### src/hw/rtl/bounded_deque_with_search_remove_top_defines.svh
// assertion macros for the bounded deque
`ifndef BOUNDED_DEQUE_WITH_SEARCH_REMOVE_TOP_DEFINES_SVH
`define BOUNDED_DEQUE_WITH_SEARCH_REMOVE_TOP_DEFINES_SVH

// same-cycle implication, sampled on clk, off while rst_n is low
`define BDQ_ASSERT_NOW(label, cond, cons, msg) \
    label: assert property (@(posedge clk) disable iff (!rst_n) (cond) |-> (cons)) \
        else $error(msg);

// next-cycle implication, sampled on clk, off while rst_n is low
`define BDQ_ASSERT_NEXT(label, cond, cons, msg) \
    label: assert property (@(posedge clk) disable iff (!rst_n) (cond) |=> (cons)) \
        else $error(msg);

`endif

### src/hw/rtl/bdq_pkg.sv
// shared constants, types and helpers for the bounded deque
package bdq_pkg;

    localparam int DEPTH    = 64;
    localparam int ADDR_W   = $clog2(DEPTH);
    localparam int CNT_W    = $clog2(DEPTH + 1);
    localparam int SUM_W    = ADDR_W + 1;
    localparam int MODE_W   = 3;
    localparam int VALUE_W  = 32;
    localparam int IDX_W    = 6;
    localparam int STATUS_W = 2;

    typedef enum logic [STATUS_W-1:0] {
        ST_OK   = 2'd0,
        ST_MISS = 2'd1,
        ST_FULL = 2'd2,
        ST_ZERO = 2'd3
    } status_t;

    // upper two mode bits pick the operation, the low bit picks the tail end
    typedef enum logic [1:0] {
        OP_PUSH   = 2'd0,
        OP_POP    = 2'd1,
        OP_PEEK   = 2'd2,
        OP_REMOVE = 2'd3
    } op_t;

    typedef struct packed {
        logic               we;
        logic [ADDR_W-1:0]  waddr;
        logic [VALUE_W-1:0] wdata;
        logic               re;
        logic [ADDR_W-1:0]  raddr;
    } ram_req_t;

    typedef struct packed {
        logic               vld;
        logic [VALUE_W-1:0] result_value;
        status_t            status;
        logic [CNT_W-1:0]   occupancy;
    } resp_t;

    // physical slot of the entry at logical position pos from the head
    function automatic logic [ADDR_W-1:0] slot_of(
        input logic [ADDR_W-1:0] head,
        input logic [ADDR_W-1:0] pos
    );
        logic [SUM_W-1:0] s;
        s = {1'b0, head} + {1'b0, pos};
        if (s >= SUM_W'(DEPTH))
        begin
            s = s - SUM_W'(DEPTH);
        end
        return s[ADDR_W-1:0];
    endfunction

endpackage

### src/hw/rtl/bdq_req_if.sv
// request channel interface
interface bdq_req_if;
    logic                        valid;
    logic                        ready;
    logic [bdq_pkg::MODE_W-1:0]  mode;
    logic [bdq_pkg::VALUE_W-1:0] value;
    logic [bdq_pkg::IDX_W-1:0]   index;

    modport source (output valid, output mode, output value, output index, input ready);
    modport sink   (input valid, input mode, input value, input index, output ready);
endinterface

### src/hw/rtl/bdq_rsp_if.sv
// response channel interface
interface bdq_rsp_if;
    logic                          valid;
    logic                          ready;
    logic [bdq_pkg::VALUE_W-1:0]   result_value;
    logic [bdq_pkg::STATUS_W-1:0]  status;
    logic [bdq_pkg::CNT_W-1:0]     occupancy;

    modport source (output valid, output result_value, output status, output occupancy,
                    input ready);
    modport sink   (input valid, input result_value, input status, input occupancy,
                    output ready);
endinterface

### src/hw/rtl/bdq_ram.sv
// generic single-write, single-read ram with registered read data
module bdq_ram #(
    parameter int WIDTH = 32,
    parameter int DEPTH = 64
) (
    input  logic                     clk,
    input  logic                     we,
    input  logic [$clog2(DEPTH)-1:0] waddr,
    input  logic [WIDTH-1:0]         wdata,
    input  logic                     re,
    input  logic [$clog2(DEPTH)-1:0] raddr,
    output logic [WIDTH-1:0]         rdata
);

    logic [WIDTH-1:0] mem [DEPTH];
    logic [WIDTH-1:0] rdata_reg;

    always_ff @(posedge clk)
    begin
        if (we)
        begin
            mem[waddr] <= wdata;
        end
        if (re)
        begin
            rdata_reg <= mem[raddr];
        end
    end

    assign rdata = rdata_reg;

endmodule

### src/hw/rtl/bdq_ctrl.sv
// request sequencer: head and count, ram access, search scan and gap close
module bdq_ctrl (
    input  logic                        clk,
    input  logic                        rst_n,
    input  logic                        req_valid,
    output logic                        req_ready,
    input  logic [bdq_pkg::MODE_W-1:0]  req_mode,
    input  logic [bdq_pkg::VALUE_W-1:0] req_value,
    input  logic [bdq_pkg::IDX_W-1:0]   req_index,
    input  logic [bdq_pkg::VALUE_W-1:0] rd_data,
    input  logic                        out_free,
    output bdq_pkg::ram_req_t           mem,
    output bdq_pkg::resp_t              resp
);
    import bdq_pkg::*;

    typedef enum logic [2:0] {
        S_IDLE,
        S_EXEC,
        S_RDATA,
        S_SCAN,
        S_SHIFT,
        S_RESP
    } state_t;

    state_t             state_reg,     state_next;
    logic [ADDR_W-1:0]  head_reg,      head_next;
    logic [CNT_W-1:0]   count_reg,     count_next;
    logic [MODE_W-1:0]  mode_reg,      mode_next;
    logic [VALUE_W-1:0] value_reg,     value_next;
    logic [IDX_W-1:0]   index_reg,     index_next;
    logic [ADDR_W-1:0]  scan_pos_reg,  scan_pos_next;
    logic [CNT_W-1:0]   scan_left_reg, scan_left_next;
    logic [ADDR_W-1:0]  cmp_pos_reg,   cmp_pos_next;
    logic               cmp_vld_reg,   cmp_vld_next;
    logic [CNT_W-1:0]   rd_pos_reg,    rd_pos_next;
    logic [ADDR_W-1:0]  wpos_reg,      wpos_next;
    logic               wpend_reg,     wpend_next;
    logic [VALUE_W-1:0] res_value_reg, res_value_next;
    status_t            status_reg,    status_next;

    op_t               op;
    logic              tail;
    logic [CNT_W-1:0]  cnt_dec;
    logic [CNT_W-1:0]  peek_tail;
    logic [CNT_W-1:0]  rd_pos_dec;
    logic [CNT_W-1:0]  hit_next_pos;
    logic [ADDR_W-1:0] head_dec;
    logic              hit;
    logic              issue;

    assign op           = op_t'(mode_reg[MODE_W-1:1]);
    assign tail         = mode_reg[0];
    assign cnt_dec      = count_reg - CNT_W'(1);
    assign peek_tail    = cnt_dec - CNT_W'(index_reg);
    assign rd_pos_dec   = rd_pos_reg - CNT_W'(1);
    assign hit_next_pos = CNT_W'(cmp_pos_reg) + CNT_W'(1);
    assign head_dec     = (head_reg == '0) ? ADDR_W'(DEPTH - 1) : head_reg - ADDR_W'(1);
    assign hit          = cmp_vld_reg && (rd_data == value_reg);
    assign issue        = rd_pos_reg < count_reg;

    assign req_ready = (state_reg == S_IDLE);

    always_comb
    begin
        state_next     = state_reg;
        head_next      = head_reg;
        count_next     = count_reg;
        mode_next      = mode_reg;
        value_next     = value_reg;
        index_next     = index_reg;
        scan_pos_next  = scan_pos_reg;
        scan_left_next = scan_left_reg;
        cmp_pos_next   = cmp_pos_reg;
        cmp_vld_next   = cmp_vld_reg;
        rd_pos_next    = rd_pos_reg;
        wpos_next      = wpos_reg;
        wpend_next     = wpend_reg;
        res_value_next = res_value_reg;
        status_next    = status_reg;
        mem            = '0;
        resp           = '0;

        unique case (state_reg)
            S_IDLE:
            begin
                if (req_valid)
                begin
                    mode_next  = req_mode;
                    value_next = req_value;
                    index_next = req_index;
                    state_next = S_EXEC;
                end
            end

            S_EXEC:
            begin
                res_value_next = '0;
                status_next    = ST_OK;
                unique case (op)
                    OP_PUSH:
                    begin
                        state_next = S_RESP;
                        if (value_reg == '0)
                        begin
                            status_next = ST_ZERO;
                        end
                        else if (count_reg == CNT_W'(DEPTH))
                        begin
                            status_next = ST_FULL;
                        end
                        else
                        begin
                            mem.we     = 1'b1;
                            mem.wdata  = value_reg;
                            count_next = count_reg + CNT_W'(1);
                            if (tail)
                            begin
                                mem.waddr = slot_of(head_reg, count_reg[ADDR_W-1:0]);
                            end
                            else
                            begin
                                mem.waddr = head_dec;
                                head_next = head_dec;
                            end
                        end
                    end

                    OP_POP:
                    begin
                        if (count_reg == '0)
                        begin
                            status_next = ST_MISS;
                            state_next  = S_RESP;
                        end
                        else
                        begin
                            mem.re     = 1'b1;
                            count_next = cnt_dec;
                            state_next = S_RDATA;
                            if (tail)
                            begin
                                mem.raddr = slot_of(head_reg, cnt_dec[ADDR_W-1:0]);
                            end
                            else
                            begin
                                mem.raddr = head_reg;
                                head_next = slot_of(head_reg, ADDR_W'(1));
                            end
                        end
                    end

                    OP_PEEK:
                    begin
                        if (CNT_W'(index_reg) >= count_reg)
                        begin
                            status_next = ST_MISS;
                            state_next  = S_RESP;
                        end
                        else
                        begin
                            mem.re     = 1'b1;
                            state_next = S_RDATA;
                            mem.raddr  = tail ? slot_of(head_reg, peek_tail[ADDR_W-1:0])
                                              : slot_of(head_reg, ADDR_W'(index_reg));
                        end
                    end

                    OP_REMOVE:
                    begin
                        if (value_reg == '0)
                        begin
                            status_next = ST_ZERO;
                            state_next  = S_RESP;
                        end
                        else
                        begin
                            scan_pos_next  = tail ? cnt_dec[ADDR_W-1:0] : '0;
                            scan_left_next = count_reg;
                            cmp_vld_next   = 1'b0;
                            state_next     = S_SCAN;
                        end
                    end
                endcase
            end

            S_RDATA:
            begin
                res_value_next = rd_data;
                state_next     = S_RESP;
            end

            // reads go out one a cycle, each compared in the next cycle
            S_SCAN:
            begin
                if (hit)
                begin
                    res_value_next = value_reg;
                    if (hit_next_pos < count_reg)
                    begin
                        rd_pos_next = hit_next_pos;
                        wpend_next  = 1'b0;
                        state_next  = S_SHIFT;
                    end
                    else
                    begin
                        count_next = cnt_dec;
                        state_next = S_RESP;
                    end
                end
                else if (scan_left_reg == '0)
                begin
                    status_next = ST_MISS;
                    state_next  = S_RESP;
                end
                else
                begin
                    mem.re         = 1'b1;
                    mem.raddr      = slot_of(head_reg, scan_pos_reg);
                    cmp_pos_next   = scan_pos_reg;
                    cmp_vld_next   = 1'b1;
                    scan_pos_next  = tail ? scan_pos_reg - ADDR_W'(1)
                                          : scan_pos_reg + ADDR_W'(1);
                    scan_left_next = scan_left_reg - CNT_W'(1);
                end
            end

            // read entry k+1 while the word read last cycle lands one place nearer the head
            S_SHIFT:
            begin
                if (wpend_reg)
                begin
                    mem.we    = 1'b1;
                    mem.waddr = slot_of(head_reg, wpos_reg);
                    mem.wdata = rd_data;
                end
                wpend_next = issue;
                if (issue)
                begin
                    mem.re      = 1'b1;
                    mem.raddr   = slot_of(head_reg, rd_pos_reg[ADDR_W-1:0]);
                    wpos_next   = rd_pos_dec[ADDR_W-1:0];
                    rd_pos_next = rd_pos_reg + CNT_W'(1);
                end
                else
                begin
                    count_next = cnt_dec;
                    state_next = S_RESP;
                end
            end

            S_RESP:
            begin
                if (out_free)
                begin
                    resp.vld          = 1'b1;
                    resp.result_value = res_value_reg;
                    resp.status       = status_reg;
                    resp.occupancy    = count_reg;
                    state_next        = S_IDLE;
                end
            end

            default:
            begin
                state_next = S_IDLE;
            end
        endcase
    end

    always_ff @(posedge clk or negedge rst_n)
    begin
        if (!rst_n)
        begin
            state_reg     <= S_IDLE;
            head_reg      <= '0;
            count_reg     <= '0;
            mode_reg      <= '0;
            value_reg     <= '0;
            index_reg     <= '0;
            scan_pos_reg  <= '0;
            scan_left_reg <= '0;
            cmp_pos_reg   <= '0;
            cmp_vld_reg   <= 1'b0;
            rd_pos_reg    <= '0;
            wpos_reg      <= '0;
            wpend_reg     <= 1'b0;
            res_value_reg <= '0;
            status_reg    <= ST_OK;
        end
        else
        begin
            state_reg     <= state_next;
            head_reg      <= head_next;
            count_reg     <= count_next;
            mode_reg      <= mode_next;
            value_reg     <= value_next;
            index_reg     <= index_next;
            scan_pos_reg  <= scan_pos_next;
            scan_left_reg <= scan_left_next;
            cmp_pos_reg   <= cmp_pos_next;
            cmp_vld_reg   <= cmp_vld_next;
            rd_pos_reg    <= rd_pos_next;
            wpos_reg      <= wpos_next;
            wpend_reg     <= wpend_next;
            res_value_reg <= res_value_next;
            status_reg    <= status_next;
        end
    end

endmodule

### src/hw/rtl/bounded_deque_with_search_remove_top.sv
// bounded deque with search-remove: entry ram, sequencer and output word register
// push and rejected requests pass S_EXEC then S_RESP; pop and peek add S_RDATA for the ram read
// search-remove: S_SCAN over the entries scanned, then S_SHIFT over the entries moved (skipped when none move)
// one request in work at a time; the next is taken after the output word loads
// a waiting output word stalls the sequencer only when the next response is due
// reset clears head, count, sequencer and output valid; the entry ram is not cleared
`include "bounded_deque_with_search_remove_top_defines.svh"

module bounded_deque_with_search_remove_top (
    input  logic       clk,
    input  logic       rst_n,
    bdq_req_if.sink    req,
    bdq_rsp_if.source  rsp
);
    import bdq_pkg::*;

    ram_req_t           mem;
    resp_t              resp;
    logic [VALUE_W-1:0] rd_data;
    logic               ctrl_ready;
    logic               out_free;

    logic               out_valid_reg, out_valid_next;
    logic [VALUE_W-1:0] out_value_reg, out_value_next;
    status_t            out_status_reg, out_status_next;
    logic [CNT_W-1:0]   out_occ_reg,   out_occ_next;

    bdq_ram #(
        .WIDTH (VALUE_W),
        .DEPTH (DEPTH)
    ) u_ram (
        .clk   (clk),
        .we    (mem.we),
        .waddr (mem.waddr),
        .wdata (mem.wdata),
        .re    (mem.re),
        .raddr (mem.raddr),
        .rdata (rd_data)
    );

    bdq_ctrl u_ctrl (
        .clk       (clk),
        .rst_n     (rst_n),
        .req_valid (req.valid),
        .req_ready (ctrl_ready),
        .req_mode  (req.mode),
        .req_value (req.value),
        .req_index (req.index),
        .rd_data   (rd_data),
        .out_free  (out_free),
        .mem       (mem),
        .resp      (resp)
    );

    assign req.ready = ctrl_ready;
    assign out_free  = !out_valid_reg || rsp.ready;

    always_comb
    begin
        out_valid_next  = out_valid_reg;
        out_value_next  = out_value_reg;
        out_status_next = out_status_reg;
        out_occ_next    = out_occ_reg;
        if (resp.vld)
        begin
            out_valid_next  = 1'b1;
            out_value_next  = resp.result_value;
            out_status_next = resp.status;
            out_occ_next    = resp.occupancy;
        end
        else if (rsp.ready)
        begin
            out_valid_next = 1'b0;
        end
    end

    always_ff @(posedge clk or negedge rst_n)
    begin
        if (!rst_n)
        begin
            out_valid_reg  <= 1'b0;
            out_value_reg  <= '0;
            out_status_reg <= ST_OK;
            out_occ_reg    <= '0;
        end
        else
        begin
            out_valid_reg  <= out_valid_next;
            out_value_reg  <= out_value_next;
            out_status_reg <= out_status_next;
            out_occ_reg    <= out_occ_next;
        end
    end

    assign rsp.valid        = out_valid_reg;
    assign rsp.result_value = out_value_reg;
    assign rsp.status       = out_status_reg;
    assign rsp.occupancy    = out_occ_reg;

    `BDQ_ASSERT_NOW(a_resp_into_free_slot, resp.vld, out_free, "response with output word occupied")
    `BDQ_ASSERT_NOW(a_occ_bound, out_valid_reg, out_occ_reg <= CNT_W'(DEPTH), "occupancy over depth")
    `BDQ_ASSERT_NOW(a_reject_zero_word, out_valid_reg && (out_status_reg != ST_OK), out_value_reg == '0, "rejected request carries a word")
    `BDQ_ASSERT_NEXT(a_no_accept_in_work, req.valid && req.ready, !req.ready, "request taken while busy")

endmodule

### src/flat_wrapper.sv
// flat-port wrapper written by rule: the top's interface ports become plain ports
module bounded_deque_with_search_remove_top_flat import bdq_pkg::*;
  (clk, rst_n, req_valid, req_mode, req_value, req_index, req_ready, rsp_valid, rsp_result_value, rsp_status, rsp_occupancy, rsp_ready);
  bdq_req_if req_i ();
  bdq_rsp_if rsp_i ();
  input  logic clk;
  input  logic rst_n;
  input wire logic [$bits(req_i.valid)-1:0] req_valid;
  input wire logic [$bits(req_i.mode)-1:0] req_mode;
  input wire logic [$bits(req_i.value)-1:0] req_value;
  input wire logic [$bits(req_i.index)-1:0] req_index;
  output wire logic [$bits(req_i.ready)-1:0] req_ready;
  output wire logic [$bits(rsp_i.valid)-1:0] rsp_valid;
  output wire logic [$bits(rsp_i.result_value)-1:0] rsp_result_value;
  output wire logic [$bits(rsp_i.status)-1:0] rsp_status;
  output wire logic [$bits(rsp_i.occupancy)-1:0] rsp_occupancy;
  input wire logic [$bits(rsp_i.ready)-1:0] rsp_ready;
  assign req_i.valid = req_valid;
  assign req_i.mode = req_mode;
  assign req_i.value = req_value;
  assign req_i.index = req_index;
  assign req_ready = req_i.ready;
  assign rsp_valid = rsp_i.valid;
  assign rsp_result_value = rsp_i.result_value;
  assign rsp_status = rsp_i.status;
  assign rsp_occupancy = rsp_i.occupancy;
  assign rsp_i.ready = rsp_ready;
  bounded_deque_with_search_remove_top u_core (.clk(clk), .rst_n(rst_n), .req(req_i), .rsp(rsp_i));
endmodule
### config.mk
export PLATFORM = sky130hd
export DESIGN_NAME = bounded_deque_with_search_remove_top_flat
export DESIGN_NICKNAME = d
export VERILOG_FILES = /design/src/hw/rtl/bdq_pkg.sv /design/src/hw/rtl/bdq_req_if.sv /design/src/hw/rtl/bdq_rsp_if.sv /design/src/hw/rtl/bdq_ram.sv /design/src/hw/rtl/bdq_ctrl.sv /design/src/hw/rtl/bounded_deque_with_search_remove_top.sv /design/src/flat_wrapper.sv
export VERILOG_INCLUDE_DIRS = /design/src /design/src/hw/rtl
export SDC_FILE = /design/constraint.sdc
export NUM_CORES = 2
export LEC_CHECK = 0
export BUFFER_PORTS_ARGS = -buffer_cell sky130_fd_sc_hd__buf_2
export CAP_MARGIN = 15
export CORE_MARGIN = 2
export CORE_UTILIZATION = 45
export DETAILED_ROUTE_END_ITERATION = 10
export GPL_TIMING_DRIVEN = 0
export PLACE_DENSITY_LB_ADDON = 0.2
export SLEW_MARGIN = 20
export SYNTH_ARGS = -nofsm -noshare
export SYNTH_HDL_FRONTEND = slang
export SYNTH_HIERARCHICAL = 1
export SYNTH_SLANG_ARGS = --single-unit
### constraint.sdc
create_clock -name clk -period 5.2 [get_ports clk]
set_input_delay 0.26 -clock clk [delete_from_list [all_inputs] [get_ports clk]]
set_output_delay 0.26 -clock clk [all_outputs]
set_load 0.02 [all_outputs]
* Word level (Yosys, flattened, before mapping)
Memories as Yosys holds them, arrays and structs flattened. A register that Yosys moved wholly into a read port is not among the register bits.
Cells that the tools add are included.
** Word-level totals
- Word-level logic and storage cells :: 207
- Memories kept :: 1
- Output and inout bits :: 43
- Register bits :: 167
- RAM bits :: 2048
** Cells by class
- Equality and inequality tests :: 32
- Reductions and logical operators :: 26
- Multiplexer cells :: 90
- Bitwise logic cells :: 2
- $add $sub $neg :: 26
- $lt $le $gt $ge :: 11
** Memory list
- u_core.u_ram.mem :: depth 64, width 32, read ports 1, clocked after memory_dff 1, wr ports 1, RTL line bdq_ram.sv:15 : logic [WIDTH-1:0] mem [DEPTH];
** Operator list (count)
- $mux W39 :: 4
- $mux W6 :: 23
- $mux W7 :: 18
- $pmux W32 S3 :: 1
- $mux W42 :: 2
- $pmux W39 S2 :: 1
- $sub A6 B1 Y6 const B :: 11
- $ge A7 B7 Y1 const B :: 8
- $pmux W7 S2 :: 4
- $add A6 B6 Y7 :: 7
- $pmux W7 S3 :: 2
- $eq A32 B32 Y1 :: 1
- $logic_not A32 Y1 :: 1
- $mux W32 :: 1
- $ne A2 B2 Y1 const B :: 15
- $mux W3 :: 8
- $pmux W6 S2 :: 2
- $pmux W3 S6 :: 1
- $add A6 B1 Y7 const B :: 2
- $add A7 B1 Y7 const B :: 2
- $logic_not A7 Y1 :: 2
- $lt A7 B7 Y1 :: 2
- $sub A7 B1 Y7 const B :: 2
- $mux W1 :: 13
- other kinds (32) :: 54

* Longest topological paths before layout
- Depth in word-level cells :: 10
- Gate-level depth with buffers :: 24
- Gate-level depth less buffers :: 22

* Modules after synthesis
Netlist, hierarchy kept.
** Modules (own cells, without submodules)
- bdq_ram :: cells each 3511, area an instance 79359.9 um2, times used 1, sequential area each 62459.9 um2
- bdq_ctrl :: cells each 1063, area an instance 9421.5 um2, times used 1, sequential area each 3128.0 um2
- bounded_deque_with_search_remove_top :: cells each 90, area an instance 1762.9 um2, times used 1, sequential area each 1051.0 um2

* Least setup slack after synthesis
No wires, ideal clock.
- Path type :: register to register
- Start point :: register u_core.u_ctrl.count_reg[0]
- End point :: register u_core.u_ram.rdata_reg[22], in the netlist u_core/u_ram/rdata[22] (read register of u_core.u_ram.mem) (data pin)
- Cell stages (with the launch flop) :: 25
- Arrival :: 4.960 ns
- Data required time :: 4.922 ns
- Path slack :: -0.038 ns
- Path buffers :: 2
- Path through :: dfrtp_1 -> inv_1 -> ha_1 -> inv_1 -> ha_1 -> nor2b_1 -> o21ai_0 -> or3b_2 -> nand3_1 -> o21ai_0 -> ha_1 -> nand2_1 -> o21ai_0 -> o21a_1 -> nor2_1 -> xnor2_1 -> xnor2_1 -> o311ai_0 -> clkbuf_1 -> inv_1 -> nor2_1 -> clkbuf_1 -> a21oi_1 -> a21oi_1 -> a221oi_1
** RTL lines
- start: declaration :: RTL line bdq_ctrl.sv:28 : logic [CNT_W-1:0] count_reg, count_next;
- start signal: assignment :: RTL line bdq_ctrl.sv:295 : count_reg <= count_next;
- end: declaration :: RTL line bdq_ram.sv:16 : logic [WIDTH-1:0] rdata_reg;

==> qor.yml <==
outcome:
  outcome: "completed"
power:
  p_per_area_mw_per_mm2: 631
  pwr-share-comb: 0.425
  switching_power_mw: 26.4
  p_seq_frac: 0.345
  p_total_mw: 68.7
  p_clk_frac: 0.230
  ir_drop_mv: 0.402
  swShare: 0.384
  p_leak_nw: 35.6
  p_int_mw: 42.3
grt:
  grt_pass1_vias: 49200
  overflow: 0
  grtUsageTotal: 0.266
  grt_pass1_wl_mm: 382
  grt_max_degree: 87
  antenna_found_initial: 16
setup_path:
  cp_slowest_stage_delay_ns: 0.43
  crit_top_cell: "xnor2_2"
  r2r_start: "u_core/u_ctrl/count_reg[0]"
  cp_slowest_cell: "dfrtp_2"
  reg2regPathDepth: 24
  end_kind: "register"
  rr_endpoint: "u_core/u_ram/rdata[16]"
  critical_path_arrival_ns: 5.80
  rrSetupSlack_ns: 0.009
  required_ns: 5.81
  cp_max_fo: 9
  path_cells: "buf_4 -> nor3_4 -> xnor2_2 -> ha_1 -> or3b_4 -> nand3_2 -> o21ai_2 -> ha_4 -> nand2_2 -> o21ai_2 -> o21a_1 -> nor2_2 -> xnor2_2 -> xnor2_2 -> o311ai_4 -> buf_6 -> clkbuf_16 -> buf_12 -> buf_4 -> nor2b_4 -> nor2_1 -> a31oi_1 -> o32a_1 -> nor2_2"
  critPathLaunch: "u_core/u_ctrl/count_reg[0]"
  startpoint_type: "register"
  crit_type: "register to register"
clocking:
  clk_pin_slew_ns: 0.07
  cts_sinks: 2247
  tritoncts: "done"
  clk_latency_ns: 0.88
  clockBufferDepth: 3
  root_buffer: "clkbuf_16"
  cts_max_level: 4
  numCtsBuffers: 220
yosys:
  yosysSeqAreaShare: 0.736
  async_flop_share: 0.0743
  synthCells: 4664
  ys_warn_count: 6
  synth_nets: 4787
  ys.flop_type: "edfxtp_1"
  avgSynthCellArea_um2: 19.4
  synth.distinct_cells: 73
  synth_edf_count: 2080
  yosys.area.top_type_share: 0.690
  synthTopCellsByArea: "edfxtp_1 (69%), mux4_2 (11%), dfrtp_1 (4.6%), mux2i_1 (2.2%), a22oi_1 (1.4%)"
  ys_ff_latch: 2247
  syn_area_mm2: 0.0905
  post-synth-top-area-cell: "edfxtp_1"
sta:
  rsz0062_at_grt: "yes"
  setup_viol: 0
  slew_headroom: 0.279
  post-route-min-period_ns: 5.19
  fmax_ghz: 0.193
  post-route-period-util: 0.998
  setup_ws_ns: 0.00947
  clock_skew_ns: 0.0669
  slew_viol_final: 0
  max_slew.worst_pin.slew_ns: 1.08
  hold_violations: 0
route:
  routedWlPerCell_um: 33.9
  initialDrtViolationCount: 6969
  ant_nets: 0
  routed_wl_mm: 275
  vias_per_cell: 6.24
  routed-via-count: 50700
  drc_errors: 0
  dr.pass1.iters: 7
placed_design:
  gp_congestion: 0.887
  place_ws_ns: -2.68
  place_hpwl_mm: 185
  portBuffers: 87
  dpl.cell_count: 7546
  dpl-instance-area_mm2: 0.0982
die:
  start_util: 0.453
  die_h_um: 453
  std_cell_rows: 164
  io_pins: 88
  dieArea_mm2: 0.205
  design.core.area_mm2: 0.200
  dieWidth_um: 453
final_layout:
  post-route-util: 0.545
  largest_reg_flops: 2048
  fin_cells: 8122
  postLayoutCellArea_mm2: 0.109
  fin_nets: 5401
  layout_common_cells: "edfxtp_1 (2080), mux4_2 (446), clkbuf_16 (223)"
  nFillCells: 15300
  final_layout_size_suffix_gt1_frac: 0.314
  largest-register: "u_core/u_ram/mem"
  syn2layout_area_growth_pct: 20.3
  layout.cells.most_common: "edfxtp_1"
flow_run:
  drv_cap: 0
hold_path:
  hold_start: "req_index[1]"
  hold_depth: 4
  hold_end: "u_core/u_ctrl/index_reg[1]"
  hold_path.class: "input port to register"
[power groups by stage]
stage	combinational, mW	clock (mW)	sequential, mW
4_1_cts	27.4	16.0	23.7
3_5_place_dp	25.7	0	24.1
6_report	29.2	15.8	23.7
2_1_floorplan	14.6	0	23.9
3_3_place_gp	24.6	0	24.3
5_1_grt	30.4	16.7	23.8
[metrics by stage]
stage / hold WS, ns / setup TNS, ns
detailed placement: 0.301 / -899.74
finish: 0.128 / 0
global route: 0.136 / -0.287
floorplan: -0.0356 / 0
CTS: 0.0839 / -0.00409
global placement: 0.464 / -5893.66
[cells by family (layout without fill, tap and decap cells)]
family	Yosys count	after routing	share of synthesized area
mux	722	722	0.144
xor+xnor	85	85	0.00822
flops	2247	2247	0.736
compound gates	674	674	0.0512
simple gates	545	545	0.0291
fa+ha+maj	78	78	0.0114
other cells	0	3	0
buf+inv	313	1112	0.0198
[metal layers]
layer / vias to the layer above / global-route usage / share of wire
li1: 20400 / - / -
met1: 26900 / 0.379 / 0.40
met2: 2823 / 0.408 / 0.46
met3: 513 / 0.0581 / 0.10
met4: 10 / 0.0881 / 0.037
met5: - / 0 / 0.00025
[area by class of cell]
| cell class | count | area (um2) | area share |
|---|---|---|---|
| diodes | 3 | 7.51 | 0.0000689 |
| plain buffers | 261 | 2290 | 0.0210 |
| clock buffers | 275 | 5790 | 0.0532 |
| clock inverters | 132 | 1300 | 0.0120 |
| inverters | 45 | 190 | 0.00175 |
| multi-input cells | 2104 | 24000 | 0.220 |
| flip-flops and latches | 2247 | 66600 | 0.612 |
| well taps | 2656 | 3320 | 0.0305 |
| repair buffers | 399 | 5350 | 0.0491 |
[synthesized netlist by cell type (18+ instances only)]
master	n
edfxtp_1	2080
mux4_2	446
mux2i_1	196
nor2_1	173
dfrtp_1	167
a22oi_1	165
a21oi_1	117
clkbuf_1	114
nand2_1	105
o21ai_0	85
ha_1	70
nand3_1	70
buf_2	60
o22ai_1	57
a22o_1	45
xnor2_1	45
inv_1	44
mux2_2	41
xor2_1	40
and2_1	39
mux2_4	39
nor3_1	37
buf_4	36
a31oi_1	32
buf_6	32
a211oi_1	27
nand2b_1	19
nor2b_1	19
a21o_1	18
[worst max-delay path by stage]
| stage | endpoint | slack (ns) | cells past startpoint |
|---|---|---|---|
| 3_5_place_dp | u_core/u_ram/rdata[22] | -2.68 | 25 |
| 6_report | u_core/u_ram/rdata[16] | 0.009 | 24 |
| 3_3_place_gp | u_core/u_ram/rdata[0] | -4.05 | 24 |
| 2_1_floorplan | u_core/u_ram/mem[28][0] | 0.12 | 15 |
| 4_1_cts | u_core/u_ram/rdata[11] | -0.003 | 24 |
| 5_1_grt | u_core/u_ram/rdata[24] | -0.04 | 20 |
[worst max-delay path, delay by kind of cell, from the launching register on]
family	cells	cell delay, ns
buffers and inverters	5	0.87
DFF	1	0.43
adders and majority gates	2	0.61
xor gates and xnor gates	3	0.61
and+or+nand+nor	8	1.29
AOI/OAI and AO/OA	6	1.08
[timing repair]
action | in CTS | in global routing
gates resized for setup | 346 | 217
hold buffers | 45 | 0
setup buffers | 71 | 57
endpoints found under the setup margin | 1871 | 366
hold endpoints to repair | 209 | 0
pin swaps | 47 | 50
Power figures use the tool's default switching activity.
